**src/design/sts_pkg.sv**
```systemverilog
`default_nettype none
package sts_pkg;
    localparam int CW = 16;
    localparam logic [CW-1:0] CMAX = {CW{1'b1}};

    typedef enum logic [12:0] {
        M_IDLE    = 13'b0000000000001,
        M_NPEND   = 13'b0000000000010,
        M_IDENT   = 13'b0000000000100,
        M_AT      = 13'b0000000001000,
        M_VAR     = 13'b0000000010000,
        M_INT     = 13'b0000000100000,
        M_INTDOT  = 13'b0000001000000,
        M_DEC     = 13'b0000010000000,
        M_STR     = 13'b0000100000000,
        M_USTR    = 13'b0001000000000,
        M_BRACK   = 13'b0010000000000,
        M_OPPEND  = 13'b0100000000000,
        M_MINUSGT = 13'b1000000000000
    } mode_t;

    localparam logic [4:0] K_IDENT = 5'd0, K_INT = 5'd1, K_DEC = 5'd2, K_STR = 5'd3,
        K_USTR = 5'd4, K_VAR = 5'd5, K_LPAR = 5'd6, K_RPAR = 5'd7, K_COMMA = 5'd8,
        K_SEMI = 5'd9, K_DOT = 5'd10, K_PLUS = 5'd11, K_STAR = 5'd12, K_SLASH = 5'd13,
        K_PCT = 5'd14, K_EQ = 5'd15, K_MINUS = 5'd16, K_ARROW2 = 5'd17, K_ARROW = 5'd18,
        K_LE = 5'd19, K_NE = 5'd20, K_LT = 5'd21, K_GE = 5'd22, K_GT = 5'd23,
        K_INVALID = 5'd24, K_EOF = 5'd25;

    localparam logic [2:0] E_NONE = 3'd0, E_UNTERM_BRACK = 3'd1, E_EMPTY_BRACK = 3'd2,
        E_BAD_VAR = 3'd3, E_UNTERM_STR = 3'd4, E_LONE_BANG = 3'd5, E_UNEXPECTED = 3'd6;

    typedef struct packed {
        logic [4:0]    kind;
        logic [CW-1:0] off;
        logic [CW-1:0] len;
        logic [CW-1:0] line;
        logic [CW-1:0] col;
        logic [2:0]    err;
        logic          last;
    } rec_t;

    typedef struct packed {
        rec_t [3:0] recs;
        logic [2:0] count;
    } batch_t;

    localparam int QD = 4;
    localparam int QAW = 2;

    function automatic logic [CW-1:0] sat_inc(input logic [CW-1:0] x);
        return (x == CMAX) ? x : x + 1'b1;
    endfunction
endpackage
`default_nettype wire

```
**src/design/sql_token_scanner.sv**
```systemverilog
// SQL token scanner.
// Input channel: in_valid / in_stall with req_type and ch. One source byte per
// transaction, or an end-of-source marker (req_type = 1) that flushes any open
// token, emits an end-of-file record unless an error halted the scan, and
// returns the scanner to its start state. Output channel: out_valid /
// out_stall with one token record per transaction; last_of_run marks the last
// record caused by one input transaction. Each input byte is classified by
// the front state machine; its records, if any (up to four), are written as
// one entry into a four-entry queue. The back end drains one record per cycle
// unless stalled, so a record appears in the cycle after its byte at the
// earliest. Bytes are taken every cycle while the queue has room; throughput
// is one byte per cycle, or one record per cycle when the output is the
// bottleneck. A stalled receiver holds the current record; the queue then
// fills and in_stall rises. Reset clears the scanner and empties the queue.
`default_nettype none
module sql_token_scanner
(
    input  wire         clk,
    input  wire         rst_n,
    input  wire         in_valid,
    output logic        in_stall,
    input  wire         req_type,
    input  wire  [7:0]  ch,
    output logic        out_valid,
    input  wire         out_stall,
    output logic [4:0]  token_kind,
    output logic [15:0] text_offset,
    output logic [15:0] text_length,
    output logic [15:0] token_line,
    output logic [15:0] token_column,
    output logic [2:0]  error_code,
    output logic        last_of_run
);
    import sts_pkg::*;

    batch_t batch;
    rec_t   rec;
    logic   full, empty;

    assign in_stall = full;

    sts_front u_front
    (
        .clk(clk), .rst_n(rst_n), .in_valid(in_valid), .in_type(req_type),
        .in_ch(ch), .take(!full), .batch(batch)
    );

    sts_back u_back
    (
        .clk(clk), .rst_n(rst_n), .batch(batch), .full(full), .empty(empty),
        .out_valid(out_valid), .out_stall(out_stall), .out_rec(rec)
    );

    assign token_kind = rec.kind;
    assign text_offset = rec.off;
    assign text_length = rec.len;
    assign token_line = rec.line;
    assign token_column = rec.col;
    assign error_code = rec.err;
    assign last_of_run = rec.last;

    a_err_only_invalid: assert property (@(posedge clk) disable iff (!rst_n)
        out_valid && token_kind != K_INVALID |-> error_code == E_NONE)
        else $error("error code on a valid token");
    a_eof_last: assert property (@(posedge clk) disable iff (!rst_n)
        out_valid && token_kind == K_EOF |-> last_of_run)
        else $error("end-of-file record not last");
    a_stall_when_full: assert property (@(posedge clk) disable iff (!rst_n)
        !empty || !in_stall)
        else $error("stall with empty queue");
endmodule
`default_nettype wire

```
**src/design/sts_front.sv**
```systemverilog
`default_nettype none
module sts_front
(
    input  wire                 clk,
    input  wire                 rst_n,
    input  wire                 in_valid,
    input  wire                 in_type,
    input  wire [7:0]           in_ch,
    input  wire                 take,
    output sts_pkg::batch_t     batch
);
    import sts_pkg::*;

    mode_t         mode_reg, mode_next;
    logic [7:0]    held_reg, held_next;
    logic [CW-1:0] tb_reg, tb_next, xb_reg, xb_next;
    logic [CW-1:0] sl_reg, sl_next, sc_reg, sc_next;
    logic [CW-1:0] lc_reg, lc_next, lb_reg, lb_next, bp_reg, bp_next;
    logic          esc_reg, esc_next, halt_reg, halt_next;

    rec_t [3:0] r;
    logic [2:0] n;

    function automatic logic is_start(input logic [7:0] c);
        return (c >= 8'h61 && c <= 8'h7a) || (c >= 8'h41 && c <= 8'h5a) || c == 8'h5f;
    endfunction
    function automatic logic is_digit(input logic [7:0] c);
        return c >= 8'h30 && c <= 8'h39;
    endfunction

    always_comb
    begin
        logic [7:0]    c;
        logic [CW-1:0] p, d;
        logic          redo;
        logic [CW-1:0] colp, colx;
        c = in_ch;
        p = bp_reg;
        mode_next = mode_reg; held_next = held_reg; tb_next = tb_reg; xb_next = xb_reg;
        sl_next = sl_reg; sc_next = sc_reg; lc_next = lc_reg; lb_next = lb_reg;
        bp_next = bp_reg; esc_next = esc_reg; halt_next = halt_reg;
        r = '0;
        n = 3'd0;
        redo = 1'b0;
        d = (p >= lb_reg) ? p - lb_reg : '0;
        colp = sat_inc(d);
        d = (xb_reg >= lb_reg) ? xb_reg - lb_reg : '0;
        colx = sat_inc(d);
        if (in_valid && take)
        begin
            if (in_type)
            begin
                if (!halt_reg)
                begin
                    unique case (mode_reg)
                        M_NPEND, M_IDENT:
                        begin r[0] = '{K_IDENT, tb_reg, p - tb_reg, sl_reg, sc_reg, E_NONE, 1'b0}; n = 3'd1; end
                        M_AT:
                        begin
                            r[0] = '{K_INVALID, tb_reg, 16'd1, sl_reg, sc_reg, E_BAD_VAR, 1'b0};
                            r[1] = '{K_EOF, tb_reg, 16'd0, sl_reg, sc_reg, E_NONE, 1'b1}; n = 3'd2;
                        end
                        M_VAR:
                        begin r[0] = '{K_VAR, tb_reg, p - tb_reg, sl_reg, sc_reg, E_NONE, 1'b0}; n = 3'd1; end
                        M_INT:
                        begin r[0] = '{K_INT, tb_reg, p - tb_reg, sl_reg, sc_reg, E_NONE, 1'b0}; n = 3'd1; end
                        M_INTDOT:
                        begin
                            r[0] = '{K_INT, tb_reg, xb_reg - tb_reg, sl_reg, sc_reg, E_NONE, 1'b0};
                            r[1] = '{K_DOT, xb_reg, 16'd1, lc_reg, colx, E_NONE, 1'b0}; n = 3'd2;
                        end
                        M_DEC:
                        begin r[0] = '{K_DEC, tb_reg, p - tb_reg, sl_reg, sc_reg, E_NONE, 1'b0}; n = 3'd1; end
                        M_STR, M_USTR:
                        begin
                            r[0] = '{K_INVALID, tb_reg, p - tb_reg, sl_reg, sc_reg, E_UNTERM_STR, 1'b0};
                            r[1] = '{K_EOF, tb_reg, 16'd0, sl_reg, sc_reg, E_NONE, 1'b1}; n = 3'd2;
                        end
                        M_BRACK:
                        begin
                            r[0] = '{K_INVALID, xb_reg, p - xb_reg, sl_reg, sc_reg, E_UNTERM_BRACK, 1'b0};
                            r[1] = '{K_EOF, xb_reg, 16'd0, sl_reg, sc_reg, E_NONE, 1'b1}; n = 3'd2;
                        end
                        M_OPPEND:
                        begin
                            n = 3'd1;
                            priority if (held_reg == 8'h2d)
                                r[0] = '{K_MINUS, tb_reg, 16'd1, sl_reg, sc_reg, E_NONE, 1'b0};
                            else if (held_reg == 8'h3c)
                                r[0] = '{K_LT, tb_reg, 16'd1, sl_reg, sc_reg, E_NONE, 1'b0};
                            else if (held_reg == 8'h3e)
                                r[0] = '{K_GT, tb_reg, 16'd1, sl_reg, sc_reg, E_NONE, 1'b0};
                            else
                            begin
                                r[0] = '{K_INVALID, tb_reg, 16'd1, sl_reg, sc_reg, E_LONE_BANG, 1'b0};
                                r[1] = '{K_EOF, tb_reg, 16'd0, sl_reg, sc_reg, E_NONE, 1'b1}; n = 3'd2;
                            end
                        end
                        M_MINUSGT:
                        begin r[0] = '{K_ARROW, tb_reg, 16'd2, sl_reg, sc_reg, E_NONE, 1'b0}; n = 3'd1; end
                        default: ;
                    endcase
                    if (!(n == 3'd2 && r[1].last))
                    begin
                        r[n[1:0]] = '{K_EOF, p, 16'd0, lc_reg, colp, E_NONE, 1'b1};
                        n = n + 3'd1;
                    end
                end
                mode_next = M_IDLE; held_next = '0; tb_next = '0; xb_next = '0;
                sl_next = 16'd1; sc_next = 16'd1; lc_next = 16'd1; lb_next = '0;
                bp_next = '0; esc_next = 1'b0; halt_next = 1'b0;
            end
            else if (!halt_reg)
            begin
                bp_next = sat_inc(p);
                unique case (mode_reg)
                    M_NPEND:
                        if (c == 8'h27)
                        begin
                            mode_next = M_USTR; tb_next = p; xb_next = sat_inc(p); esc_next = 1'b0;
                        end
                        else if (is_start(c) || is_digit(c)) mode_next = M_IDENT;
                        else
                        begin
                            r[0] = '{K_IDENT, tb_reg, p - tb_reg, sl_reg, sc_reg, E_NONE, 1'b0};
                            n = 3'd1; redo = 1'b1;
                        end
                    M_IDENT, M_VAR:
                        if (!(is_start(c) || is_digit(c)))
                        begin
                            r[0] = '{(mode_reg == M_IDENT) ? K_IDENT : K_VAR, tb_reg, p - tb_reg,
                                     sl_reg, sc_reg, E_NONE, 1'b0};
                            n = 3'd1; redo = 1'b1;
                        end
                    M_AT:
                        if (is_start(c)) mode_next = M_VAR;
                        else
                        begin
                            r[0] = '{K_INVALID, tb_reg, 16'd1, sl_reg, sc_reg, E_BAD_VAR, 1'b0};
                            r[1] = '{K_EOF, tb_reg, 16'd0, sl_reg, sc_reg, E_NONE, 1'b0};
                            n = 3'd2; halt_next = 1'b1; mode_next = M_IDLE;
                        end
                    M_INT:
                        if (c == 8'h2e) begin xb_next = p; mode_next = M_INTDOT; end
                        else if (!is_digit(c))
                        begin
                            r[0] = '{K_INT, tb_reg, p - tb_reg, sl_reg, sc_reg, E_NONE, 1'b0};
                            n = 3'd1; redo = 1'b1;
                        end
                    M_INTDOT:
                        if (is_digit(c)) mode_next = M_DEC;
                        else
                        begin
                            r[0] = '{K_INT, tb_reg, xb_reg - tb_reg, sl_reg, sc_reg, E_NONE, 1'b0};
                            r[1] = '{K_DOT, xb_reg, 16'd1, lc_reg, colx, E_NONE, 1'b0};
                            n = 3'd2; redo = 1'b1;
                        end
                    M_DEC:
                        if (!is_digit(c))
                        begin
                            r[0] = '{K_DEC, tb_reg, p - tb_reg, sl_reg, sc_reg, E_NONE, 1'b0};
                            n = 3'd1; redo = 1'b1;
                        end
                    M_STR, M_USTR:
                        if (esc_reg)
                        begin
                            esc_next = 1'b0;
                            if (c == 8'h0a) begin lc_next = sat_inc(lc_reg); lb_next = sat_inc(p); end
                        end
                        else if (c == 8'h27)
                        begin
                            r[0] = '{(mode_reg == M_STR) ? K_STR : K_USTR, xb_reg, p - xb_reg,
                                     sl_reg, sc_reg, E_NONE, 1'b0};
                            n = 3'd1; mode_next = M_IDLE;
                        end
                        else if (c == 8'h5c) esc_next = 1'b1;
                        else if (c == 8'h0a)
                        begin lc_next = sat_inc(lc_reg); lb_next = sat_inc(p); end
                    M_BRACK:
                        if (c == 8'h5d)
                        begin
                            if (p == xb_reg)
                            begin
                                r[0] = '{K_INVALID, xb_reg, 16'd0, sl_reg, sc_reg, E_EMPTY_BRACK, 1'b0};
                                r[1] = '{K_EOF, xb_reg, 16'd0, sl_reg, sc_reg, E_NONE, 1'b0};
                                n = 3'd2; halt_next = 1'b1;
                            end
                            else
                            begin
                                r[0] = '{K_IDENT, xb_reg, p - xb_reg, sl_reg, sc_reg, E_NONE, 1'b0};
                                n = 3'd1;
                            end
                            mode_next = M_IDLE;
                        end
                        else if (c == 8'h0a)
                        begin lc_next = sat_inc(lc_reg); lb_next = sat_inc(p); end
                    M_OPPEND:
                    begin
                        mode_next = M_IDLE; n = 3'd1;
                        priority if (held_reg == 8'h2d)
                        begin
                            if (c == 8'h3e) begin mode_next = M_MINUSGT; n = 3'd0; end
                            else begin r[0] = '{K_MINUS, tb_reg, 16'd1, sl_reg, sc_reg, E_NONE, 1'b0}; redo = 1'b1; end
                        end
                        else if (held_reg == 8'h3c)
                        begin
                            if (c == 8'h3d) r[0] = '{K_LE, tb_reg, 16'd2, sl_reg, sc_reg, E_NONE, 1'b0};
                            else if (c == 8'h3e) r[0] = '{K_NE, tb_reg, 16'd2, sl_reg, sc_reg, E_NONE, 1'b0};
                            else begin r[0] = '{K_LT, tb_reg, 16'd1, sl_reg, sc_reg, E_NONE, 1'b0}; redo = 1'b1; end
                        end
                        else if (held_reg == 8'h3e)
                        begin
                            if (c == 8'h3d) r[0] = '{K_GE, tb_reg, 16'd2, sl_reg, sc_reg, E_NONE, 1'b0};
                            else begin r[0] = '{K_GT, tb_reg, 16'd1, sl_reg, sc_reg, E_NONE, 1'b0}; redo = 1'b1; end
                        end
                        else
                        begin
                            if (c == 8'h3d) r[0] = '{K_NE, tb_reg, 16'd2, sl_reg, sc_reg, E_NONE, 1'b0};
                            else
                            begin
                                r[0] = '{K_INVALID, tb_reg, 16'd1, sl_reg, sc_reg, E_LONE_BANG, 1'b0};
                                r[1] = '{K_EOF, tb_reg, 16'd0, sl_reg, sc_reg, E_NONE, 1'b0};
                                n = 3'd2; halt_next = 1'b1;
                            end
                        end
                    end
                    M_MINUSGT:
                    begin
                        mode_next = M_IDLE; n = 3'd1;
                        if (c == 8'h3e) r[0] = '{K_ARROW2, tb_reg, 16'd3, sl_reg, sc_reg, E_NONE, 1'b0};
                        else begin r[0] = '{K_ARROW, tb_reg, 16'd2, sl_reg, sc_reg, E_NONE, 1'b0}; redo = 1'b1; end
                    end
                    default: redo = 1'b1;
                endcase
                if (redo)
                begin
                    mode_next = M_IDLE;
                    if (c == 8'h0a)
                    begin lc_next = sat_inc(lc_reg); lb_next = sat_inc(p); end
                    else if (c != 8'h20 && c != 8'h09 && c != 8'h0d)
                    begin
                        sl_next = lc_reg; sc_next = colp; tb_next = p;
                        priority if (c == 8'h4e || c == 8'h6e)
                        begin mode_next = M_NPEND; held_next = c; end
                        else if (is_start(c)) mode_next = M_IDENT;
                        else if (is_digit(c)) mode_next = M_INT;
                        else if (c == 8'h27)
                        begin mode_next = M_STR; xb_next = sat_inc(p); esc_next = 1'b0; end
                        else if (c == 8'h5b) begin mode_next = M_BRACK; xb_next = sat_inc(p); end
                        else if (c == 8'h40) mode_next = M_AT;
                        else if (c == 8'h2d || c == 8'h3c || c == 8'h3e || c == 8'h21)
                        begin mode_next = M_OPPEND; held_next = c; end
                        else
                        begin
                            logic [4:0] k;
                            k = K_INVALID;
                            unique case (c)
                                8'h28: k = K_LPAR;
                                8'h29: k = K_RPAR;
                                8'h2c: k = K_COMMA;
                                8'h3b: k = K_SEMI;
                                8'h2e: k = K_DOT;
                                8'h2b: k = K_PLUS;
                                8'h2a: k = K_STAR;
                                8'h2f: k = K_SLASH;
                                8'h25: k = K_PCT;
                                8'h3d: k = K_EQ;
                                default: k = K_INVALID;
                            endcase
                            if (k != K_INVALID)
                            begin
                                r[n[1:0]] = '{k, p, 16'd1, lc_reg, colp, E_NONE, 1'b0};
                                n = n + 3'd1;
                            end
                            else
                            begin
                                r[n[1:0]] = '{K_INVALID, p, 16'd1, lc_reg, colp, E_UNEXPECTED, 1'b0};
                                r[n[1:0] + 2'd1] = '{K_EOF, p, 16'd0, lc_reg, colp, E_NONE, 1'b0};
                                n = n + 3'd2; halt_next = 1'b1;
                            end
                        end
                    end
                end
                if (n != 3'd0) r[n[1:0] - 2'd1].last = 1'b1;
            end
        end
        batch.recs = r;
        batch.count = n;
    end

    always_ff @(posedge clk or negedge rst_n)
    begin
        if (!rst_n)
        begin
            mode_reg <= M_IDLE; held_reg <= '0; tb_reg <= '0; xb_reg <= '0;
            sl_reg <= 16'd1; sc_reg <= 16'd1; lc_reg <= 16'd1; lb_reg <= '0;
            bp_reg <= '0; esc_reg <= 1'b0; halt_reg <= 1'b0;
        end
        else
        begin
            mode_reg <= mode_next; held_reg <= held_next; tb_reg <= tb_next; xb_reg <= xb_next;
            sl_reg <= sl_next; sc_reg <= sc_next; lc_reg <= lc_next; lb_reg <= lb_next;
            bp_reg <= bp_next; esc_reg <= esc_next; halt_reg <= halt_next;
        end
    end
endmodule
`default_nettype wire

```
**src/design/sts_back.sv**
```systemverilog
`default_nettype none
module sts_back
(
    input  wire                 clk,
    input  wire                 rst_n,
    input  sts_pkg::batch_t     batch,
    output logic                full,
    output logic                empty,
    output logic                out_valid,
    input  wire                 out_stall,
    output sts_pkg::rec_t       out_rec
);
    import sts_pkg::*;

    batch_t         q_reg [QD];
    logic [QAW-1:0] wp_reg, wp_next, rp_reg, rp_next;
    logic [QAW:0]   cnt_reg, cnt_next;
    logic [1:0]     sub_reg, sub_next;
    logic           push, pop_batch, emit;
    batch_t         head;

    assign head = q_reg[rp_reg];
    assign push = batch.count != 3'd0;
    assign full = cnt_reg == (QAW+1)'(QD);
    assign empty = cnt_reg == '0;
    assign out_valid = !empty;
    assign out_rec = head.recs[sub_reg];
    assign emit = out_valid && !out_stall;
    assign pop_batch = emit && ({1'b0, sub_reg} == head.count - 3'd1);

    always_comb
    begin
        wp_next = push ? wp_reg + 1'b1 : wp_reg;
        rp_next = pop_batch ? rp_reg + 1'b1 : rp_reg;
        sub_next = pop_batch ? 2'd0 : (emit ? sub_reg + 2'd1 : sub_reg);
        cnt_next = cnt_reg + (QAW+1)'(push) - (QAW+1)'(pop_batch);
    end

    always_ff @(posedge clk)
    begin
        if (push) q_reg[wp_reg] <= batch;
    end

    always_ff @(posedge clk or negedge rst_n)
    begin
        if (!rst_n)
        begin
            wp_reg <= '0; rp_reg <= '0; cnt_reg <= '0; sub_reg <= '0;
        end
        else
        begin
            wp_reg <= wp_next; rp_reg <= rp_next; cnt_reg <= cnt_next; sub_reg <= sub_next;
        end
    end
endmodule
`default_nettype wire

```
**config.mk**
```make
export PLATFORM = sky130hd
export DESIGN_NAME = sql_token_scanner
export DESIGN_NICKNAME = d
export VERILOG_FILES = /design/src/design/sts_pkg.sv /design/src/design/sql_token_scanner.sv /design/src/design/sts_front.sv /design/src/design/sts_back.sv
export SDC_FILE = /design/constraint.sdc
export NUM_CORES = 2
export LEC_CHECK = 0
export BUFFER_PORTS_ARGS = -buffer_cell sky130_fd_sc_hd__buf_2
export CAP_MARGIN = 20
export CORE_AREA = 3 3 361 363
export CTS_CLUSTER_DIAMETER = 200
export DETAILED_ROUTE_END_ITERATION = 10
export DIE_AREA = 0 0 364 366
export GPL_TIMING_DRIVEN = 0
export PLACE_DENSITY = 0.65
export SKIP_LAST_GASP = 1
export SLEW_MARGIN = 15
export SYNTH_ARGS = -nofsm -noshare
export SYNTH_HDL_FRONTEND = slang
export SYNTH_HIERARCHICAL = 1
export SYNTH_SLANG_ARGS = --single-unit
```
**constraint.sdc**
```tcl
create_clock -name clk -period 46.4 [get_ports clk]
set_clock_uncertainty 0.15 [all_clocks]
set_input_delay 2.32 -clock clk [delete_from_list [all_inputs] [get_ports clk]]
set_output_delay 2.32 -clock clk [all_outputs]
set_load 0.02 [all_outputs]
```
==> run metrics <==
Die Span Y=366 um; RePlAce Congestion=1.03; Clock transition at path regs=0.06 ns; Rel. slew slack=0.163; part of the Yosys area used for sequential elements=0.613; CTS sink cnt=1324; Min Hold Slack=0.335 ns; status=finished clean; Core Area=0.127 mm2; r2r setup slk=37.75 ns; hold path depth=2; Max Cap Violations=0; num ports=88; # DRC=0; via count=42393; leading area contributor after synthesis=edfxtp_1; Routed WL=198000 um; CP startpoint=ch[4]; Clock Tree Root=clkbuf_16; total track usage=0.299; commonest non-fill, non-tap cell in the layout=edfxtp_1; Leakage=24.4 nW; nets=4811; Die Area=0.133 mm2; initial core utilization=0.500; Synth Area per Inst=14.6 um2; Final period util=0.207; area delta synth->final=13.5%; WS Path Type=primary input to flip-flop; Clk Latency, worst-skew pair=0.79 ns; fraction of final layout cells sized beyond drive strength 1=0.203; most frequent cells in the layout=edfxtp_1, mux4_2, nand2_1; CTS tree=yes; Die W=364 um; Post-synth ARST share=0.109; CP peak stage delay=0.87 ns; Post-CTS Setup Repair Bufs=0; R2R Path End=u_back/q_reg[2][234]$_DFFE_PP_; RSZ-0062 raised after global routing=false; CTS Buffer Depth=3; Row Count=131; hold path start=u_front/lb_reg[12]$_DFFE_PN0P_; Max Freq=104 MHz; Levels on crit path=26; met2 Track Usage GR=0.444; share of the synthesized area in the top cell type=0.556; port bufs=86; Hold Path Class=flip-flop to flip-flop; Gate Count Post-Synth=4353; gr busiest metal=met2; number of synthesized flops with an enable pin=1180; GRT overflow=0; # setup viols final=0; max reg flops=1180; RR Startpoint=u_front/mode_reg[2]$_DFFE_PN0P_; largest net degree at the start of global routing=79; Final HPWL DP=144000 um; CP max-delay cell=a211oi_1; hold endpoint=u_front/lb_reg[12]$_DFFE_PN0P_; cts hold-fix bufs=0; worst reg-to-reg path cell count=25; drt wl/cell=30.6 um; Pins Over Slew Limit=0; Arr. time, crit path=9.94 ns; cts repair resizes=0; Crit path buffers/inverters=11; pwr dens=55.2 mW/mm2; Tightest Pin Transition=1.26 ns; first-pass GRT wire length=289000 um; Peak VDD IR=0.0401 mV; CTS Buf Count=138; CP required=46.71 ns; count of cell types in the netlist=117; utilization after layout=0.568; Fill cells=9937; CP Launch Type=primary input; YS warnings=6; Synth Flop Type=edfxtp_1; Critical Path Most Common Cell=buf_12; First-pass DRT Iterations=9; Netlist Area Pre-Place=0.0637 mm2; initial antenna violation count=6; M3 GR Usage=0.0567; Max Fanout on Critical Path=23; Pwr Total=0.00399 W; post-route ant nets=0; Avg Vias per Cell=6.55; FF+latch count, synth=1324; met1 Use GR=0.439; Synth area leaders=edfxtp_1, mux4_2, dfrtp_1; final setup TNS=0 ns; Critical Path End Type=flip-flop; DR iter-0 viols=5900; vias in the first global route=40922; kind of cell adding the most delay to the critical path=simple AND/OR/NAND/NOR gates; H-tree depth=4; min cycle time layout=9.62 ns; Final Hold Fails=0
[worst max-delay path by stage]
stage | end | slack, ns
floorplan | u_back/q_reg[0][0]$_DFFE_PP_ | 27.10
global placement | u_back/q_reg[0][235]$_DFFE_PP_ | 13.91
detailed placement | u_back/q_reg[2][235]$_DFFE_PP_ | 36.18
CTS | u_back/q_reg[2][12]$_DFFE_PP_ | 37.00
global route | u_back/q_reg[2][12]$_DFFE_PP_ | 36.54
finish | u_back/q_reg[2][234]$_DFFE_PP_ | 36.78
[kinds of logic (layout without fill, tap and decap cells)]
family / Yosys count / in the layout / synth area share
adders and majority gates: 106 / 106 / 0.0215
xor gates and xnor gates: 111 / 111 / 0.0155
muxes: 383 / 383 / 0.132
buffers and inverters: 436 / 841 / 0.0313
other: 1 / 51 / 0.0000589
and+or+nand+nor: 1039 / 1039 / 0.0819
DFF: 1324 / 1324 / 0.613
AOI/OAI and AO/OA: 953 / 953 / 0.105
[tightest hold or removal path, cell delays in order, from the launching register on]
cell     delay, ns
dfrtp_1       0.34
nand2_1       0.05
o21ai_0       0.06
[per-stage QoR]
step           cells  worst slack (ns)  instance area (um2)
5_1_grt         6467             36.54                72300
6_report        6470             36.78                72300
4_1_cts         6463             37.00                72200
3_3_place_gp    6148             13.91                66400
3_5_place_dp    6210             36.18                67700
2_1_floorplan   4400             27.10                63900
[area by class of cell]
| type | count | area (um2) | area share |
|---|---|---|---|
| timing repair buffer | 152 | 1740 | 0.0241 |
| clock inverter | 75 | 801 | 0.0111 |
| buffer | 342 | 1650 | 0.0228 |
| multi-input combinational | 2640 | 22900 | 0.317 |
| inverter | 94 | 353 | 0.00488 |
| sequential | 1324 | 39000 | 0.540 |
| clock buffer | 178 | 3730 | 0.0516 |
| tap | 1662 | 2080 | 0.0288 |
| antenna | 3 | 7.51 | 0.000104 |
[per-layer routing]
layer  up-vias  wire [um]
met1     21705      83000
li1      17979          -
met5         -          0
met2      2301      89300
met4         0       7740
met3       408      18000
[report_power, final]
group          internal [W]  switching (W)  total [W]  leakage, nW
sequential          0.00146      0.0000402    0.00150         12.8
combinational      0.000556       0.000832    0.00139         9.44
clock              0.000640       0.000466    0.00111         2.20
total               0.00265        0.00134    0.00399         24.4
[synth_stat cells, types with 24 or more instances]
master / number
edfxtp_1: 1180
mux4_2: 367
nand2_1: 273
nor2_1: 270
a21oi_1: 196
clkbuf_1: 175
o21ai_0: 172
dfrtp_1: 140
ha_1: 100
nor3_1: 94
inv_1: 93
and2_1: 89
buf_2: 85
a221oi_1: 76
a22oi_1: 75
xnor2_1: 68
nand3_1: 63
o22ai_1: 59
buf_4: 54
a22o_1: 53
and3_1: 42
xor2_1: 41
a21o_1: 35
nand2b_1: 30
a211oi_1: 27
nand4_1: 24
Power figures use the tool's default switching activity.
